<file path="src/bsct_div.sv">
// Pipelined restoring divider, one quotient bit per stage.
`default_nettype none

module bsct_div #(
    parameter int VW = 32,
    parameter int QW = 17
) (
    input  wire logic             i_clk,
    input  wire logic             i_en,
    input  wire logic [VW+QW-1:0] i_dvd,
    input  wire logic [VW-1:0]    i_dvs,
    output logic      [QW-1:0]    o_quo
);

    // The upper VW dividend bits must already be below the divisor.
    logic [VW-1:0] r_rem [QW];
    logic [QW-1:0] r_low [QW];
    logic [QW-1:0] r_quo [QW];
    logic [VW-1:0] r_dvs [QW];

    for (genvar g = 0; g < QW; g++) begin : g_stage
        logic [VW-1:0] w_rem_in;
        logic [QW-1:0] w_low_in;
        logic [QW-1:0] w_quo_in;
        logic [VW-1:0] w_dvs_in;
        logic [VW:0]   w_tmp;

        if (g == 0) begin : g_first
            assign w_rem_in = i_dvd[VW+QW-1:QW];
            assign w_low_in = i_dvd[QW-1:0];
            assign w_quo_in = '0;
            assign w_dvs_in = i_dvs;
        end else begin : g_next
            assign w_rem_in = r_rem[g-1];
            assign w_low_in = r_low[g-1];
            assign w_quo_in = r_quo[g-1];
            assign w_dvs_in = r_dvs[g-1];
        end

        assign w_tmp = {w_rem_in, w_low_in[QW-1]};

        always_ff @(posedge i_clk) begin
            if (i_en) begin
                if (w_tmp >= {1'b0, w_dvs_in}) begin
                    r_rem[g] <= VW'(w_tmp - {1'b0, w_dvs_in});
                    r_quo[g] <= {w_quo_in[QW-2:0], 1'b1};
                end else begin
                    r_rem[g] <= VW'(w_tmp);
                    r_quo[g] <= {w_quo_in[QW-2:0], 1'b0};
                end
                r_low[g] <= {w_low_in[QW-2:0], 1'b0};
                r_dvs[g] <= w_dvs_in;
            end
        end
    end

    assign o_quo = r_quo[QW-1];

endmodule

`default_nettype wire

</file>
<file path="config.mk">
export PLATFORM = sky130hd
export DESIGN_NAME = bsct_div
export DESIGN_NICKNAME = d
export VERILOG_FILES = /design/src/bsct_div.sv
export SDC_FILE = /design/constraint.sdc
export NUM_CORES = 2
export LEC_CHECK = 0
export ABC_AREA = 1
export BUFFER_PORTS_ARGS = -buffer_cell sky130_fd_sc_hd__buf_4
export CAP_MARGIN = 20
export CELL_PAD_IN_SITES_DETAIL_PLACEMENT = 0
export CELL_PAD_IN_SITES_GLOBAL_PLACEMENT = 1
export CORE_MARGIN = 2
export CORE_UTILIZATION = 49
export CTS_BUF_LIST = sky130_fd_sc_hd__clkbuf_16
export DETAILED_ROUTE_END_ITERATION = 8
export HOLD_SLACK_MARGIN = 0.15
export PLACE_DENSITY_LB_ADDON = 0.1
export SYNTH_ARGS = -nofsm -noshare
export SYNTH_HDL_FRONTEND = slang
export SYNTH_SLANG_ARGS = --single-unit
</file>
<file path="constraint.sdc">
create_clock -name i_clk -period 2.7 [get_ports i_clk]
set_clock_uncertainty 0.2 [all_clocks]
set_input_delay 0.135 -clock i_clk [delete_from_list [all_inputs] [get_ports i_clk]]
set_output_delay 0.135 -clock i_clk [all_outputs]
set_load 0.02 [all_outputs]
</file>
==> qor.tcl <==
set qor(finalSetupViolCount) 3
set qor(grt_start_max_net_pins) 179
set qor(finalCriticalPeriod_ns) 2.711
set qor(cts_root_buf) {clkbuf_16}
set qor(synth_cell_type_count) 34
set qor(floorplan.core_area_sq_mm) 0.1759
set qor(antenna_left) 0
set qor(hold_viol) 0
set qor(ys.warnings.count) 0
set qor(holdCritPathClass) {reg -> reg}
set qor(worst_r2r_path_depth) 8
set qor(cts.sinks) 1313
set qor(timing.max_cap.violations) 0
set qor(cts_made_buffers) 150
set qor(end_kind) {flip-flop}
set qor(rr_endpoint) {r_rem[11][19]}
set qor(critical_path.max_fanout) 7
set qor(crit_chain) {ha_1, a21oi_1, o211ai_1, nor2_4, nand2_8, buf_12, nand2_1, nand2_2}
set qor(sequential_cell_area_sq_mm) 0.03942
set qor(synth_edf_count) 1312
set qor(initial_core_util_pct) 49.27
set qor(post-route-util_pct) 62.23
set qor(reg2reg_from) {r_rem[10][29]}
set qor(vdd.ir_drop.worst_v) 0.0006552
set qor(design_power_total_uw) 117500
set qor(leftover_overflow_at_the_end_of_global_routing) 0
set qor(worstSetupStartpointType) {flip-flop}
set qor(die_w_um) 424.6
set qor(route.detailed.drc) 0
set qor(chipHeight_um) 424.6
set qor(tritoncts_clock_tree) {done}
set qor(drt_first_iter_violations) 8240
set qor(proportion_of_synthesized_chip_area_in_sequential_cells_pct) 45.48
set qor(hold_ws_ns) 0.2116
set qor(critical-path-slowest-cell) {edfxtp_1}
set qor(port-buffer-count) 99
set qor(cp_data_arrival_time_ns) 3.08
set qor(wl_per_cell_um) 18.94
set qor(syn-mean-instance-area_sq_um) 7.665
set qor(grtUsageTotal_pct) 30.86
set qor(io-pin-count) 100
set qor(min_from) {r_low[0][6]}
set qor(detailroute.via_count) 78920
set qor(area_growth_pct) 26.31
set qor(cts.clk_slew.worst_paths_ns) 0.06
set qor(synthCells) 11310
set qor(finalWirelength_mm) 288.1
set qor(fmax_mhz) 368.8
set qor(post_drt_via_cell_ratio) 5.189
set qor(post-route-cell-area_sq_mm) 0.1095
set qor(critPathMaxStageDelay_ns) 0.50
set qor(clock_tree.buffer_depth) 3
set qor(drv_slew) 0
set qor(last_weighted_congestion_value_of_the_routability_driven_placer) 0.9647
set qor(multiInputGateArea_sq_mm) 0.04225
set qor(clk-insertion-delay-late_ns) 0.82
set qor(outcome) {finished, violations left}
set qor(timing_worst_slew_pin_value_ns) 1.060
set qor(grt_pass1_wl_mm) 426.3
set qor(share_of_layout_cells_above_drive_strength_1_pct) 16.62
set qor(placement_rows) 154
set qor(worst_ep_required_time_ns) 3.06
set qor(setup_slack_ns) -0.01119
set qor(yosys_register_bits) 1313
set qor(grt_setup_unrepaired) {yes}
set qor(violations) {negative setup slack}
set qor(number_of_global_route_vias_before_repair) 72760
set qor(fillCellCount) 15680
set qor(share_of_synthesized_registers_carrying_an_async_set_or_reset_pct) 0
set qor(reg2reg_setup_slack_ns) -0.01
set qor(yosys.area.top_type) {edfxtp_1}
set qor(min_period_over_period_pct) 100.4
set qor(dpl_worst_slack_ns) -0.2535
set qor(critical_path_buf_inv_count) 1
set qor(worst_slew_margin_rel_pct) 29.36
set qor(leakagePower_uw) 0.05520
set qor(firstDrtPassIters) 9
set qor(cts-htree-levels) 4
set qor(die_area_sq_mm) 0.1803
set qor(pwr_density_cell_mw_per_mm2) 1073
set qor(placedInstanceArea_sq_mm) 0.09746
set qor(place_hpwl_mm) 226.0
set qor(hold_path_end) {r_low[0][23]}
set qor(path_class) {reg -> reg}
set qor(syn_nets) 11950
set qor(ys_top_cells_by_area) {edfxtp_1 (45%), nand2_1 (19%), inv_1 (8.7%)}
set qor(mappedNetlistArea_sq_mm) 0.08668
set qor(nNetsFinal) 13390
set qor(yosys_top_cell_area_share_pct) 45.45
set qor(path_delay_family) {simple AND/OR/NAND/NOR gates}
set qor(antenna_found_initial) 2
set qor(worstHoldPathCells) 0
set qor(dominantRegCellSynth) {edfxtp_1}
[cell families (layout without fill, tap and decap cells)]
kind of cell / count (synthesis) / count (layout) / synth area share [%]
AND/OR/NAND/NOR: 6388 / 6388 / 29.99
buffers and inverters: 2185 / 3746 / 9.773
flip-flops: 1313 / 1313 / 45.48
AO/OA/AOI/OAI: 602 / 602 / 3.911
adder cells (fa/ha/maj): 560 / 560 / 8.222
XOR/XNOR: 260 / 260 / 2.627
other: 0 / 2 / 0
[per-stage QoR]
stage               instances  setup TNS, ns
floorplan               11310              0
global placement        14570         -15.49
detailed placement      14570         -17.63
CTS                     15060       -0.01114
global route            15210         -1.839
finish                  15210       -0.02483
[Yosys cell counts (8+ instances only)]
cell type and number:
xor2_1 241, or2_2 11, o21ai_1 8, nand3b_1 68
nand4_1 80, nor2_1 792, nand2_2 15, ha_1 544
nand3_1 1006, edfxtp_1 1312, o21bai_1 76, inv_1 2019
nand2_1 4284, xnor2_1 19, o21a_1 32, nor4_1 18
and2_1 17, clkbuf_1 53, a21oi_1 392, buf_2 65
buf_4 44, nor3_1 88, a21o_1 25, fa_1 16
o21ai_0 55
[report_power, final]
part	leakage (uW)	internal, uW	switching, uW
registers	0.0129	29400	4470
clock network	0.00256	12500	9020
logic	0.0398	25100	37000
[worst max path at each step]
stage	to	cells past startpoint	slack (ns)	start
floorplan	r_rem[10][21]	13	0.43	r_rem[9][6]
global placement	r_rem[5][23]	13	-0.25	r_dvs[0][154]
detailed placement	r_rem[5][23]	13	-0.25	r_dvs[0][154]
CTS	r_rem[5][23]	14	-0.01	r_rem[4][7]
global route	r_rem[11][8]	13	-0.08	r_dvs[0][321]
finish	r_rem[11][19]	8	-0.01	r_rem[10][29]
[layout by cell type (no fill, tap or decap), drive strengths merged, types with 17 or more instances in the layout]
cell type | synthesis | routed
nand2 | 4300 | 4300
inv | 2020 | 2058
edfxtp | 1312 | 1312
buf | 112 | 1270
nand3 | 1006 | 1006
nor2 | 799 | 799
ha | 544 | 544
a21oi | 399 | 399
xor2 | 241 | 241
dlygate4sd3 | 0 | 172
clkbuf | 53 | 158
nor3 | 88 | 88
nand4 | 80 | 80
o21bai | 76 | 76
nand3b | 68 | 68
o21ai | 63 | 63
clkinv | 0 | 51
o21a | 32 | 32
a21o | 25 | 25
bufinv | 0 | 22
xnor2 | 19 | 19
nor4 | 19 | 19
and2 | 17 | 17
[metal layers]
| layer | track usage, % | vias up | wire length [um] |
|---|---|---|---|
| met1 | 46.24 | 36750 | 134400 |
| met4 | 8.155 | 0 | 7624 |
| met2 | 46.47 | 2849 | 124300 |
| met5 | 0 | - | 0 |
| li1 | - | 38950 | - |
| met3 | 4.557 | 374 | 21840 |
[area by class of cell]
class / count / area share, %
Antenna cell: 2 / 0.004571
Clock buffer: 151 / 3.451
Clock inverter: 126 / 1.288
Inverter: 2020 / 6.928
Multi-Input combinational cell: 7810 / 38.59
Sequential cell: 1313 / 36.00
Tap cell: 2340 / 2.674
Timing Repair Buffer: 1449 / 11.06
[registers in the layout, summed over array words and instances, names as in the netlist]
register	count
r_dvs	512
r_low	136
r_quo	153
r_rem	512
[what timing repair did]
action	4_1_cts	5_1_grt
gates resized for setup	82	588
endpoints found under the hold margin	930	0
cloned	0	8
endpoints found under the setup margin	278	500
hold buffers	172	0
pin swaps	0	52
setup buffers	37	142
Note: power is estimated with default switching activity, not from simulation.
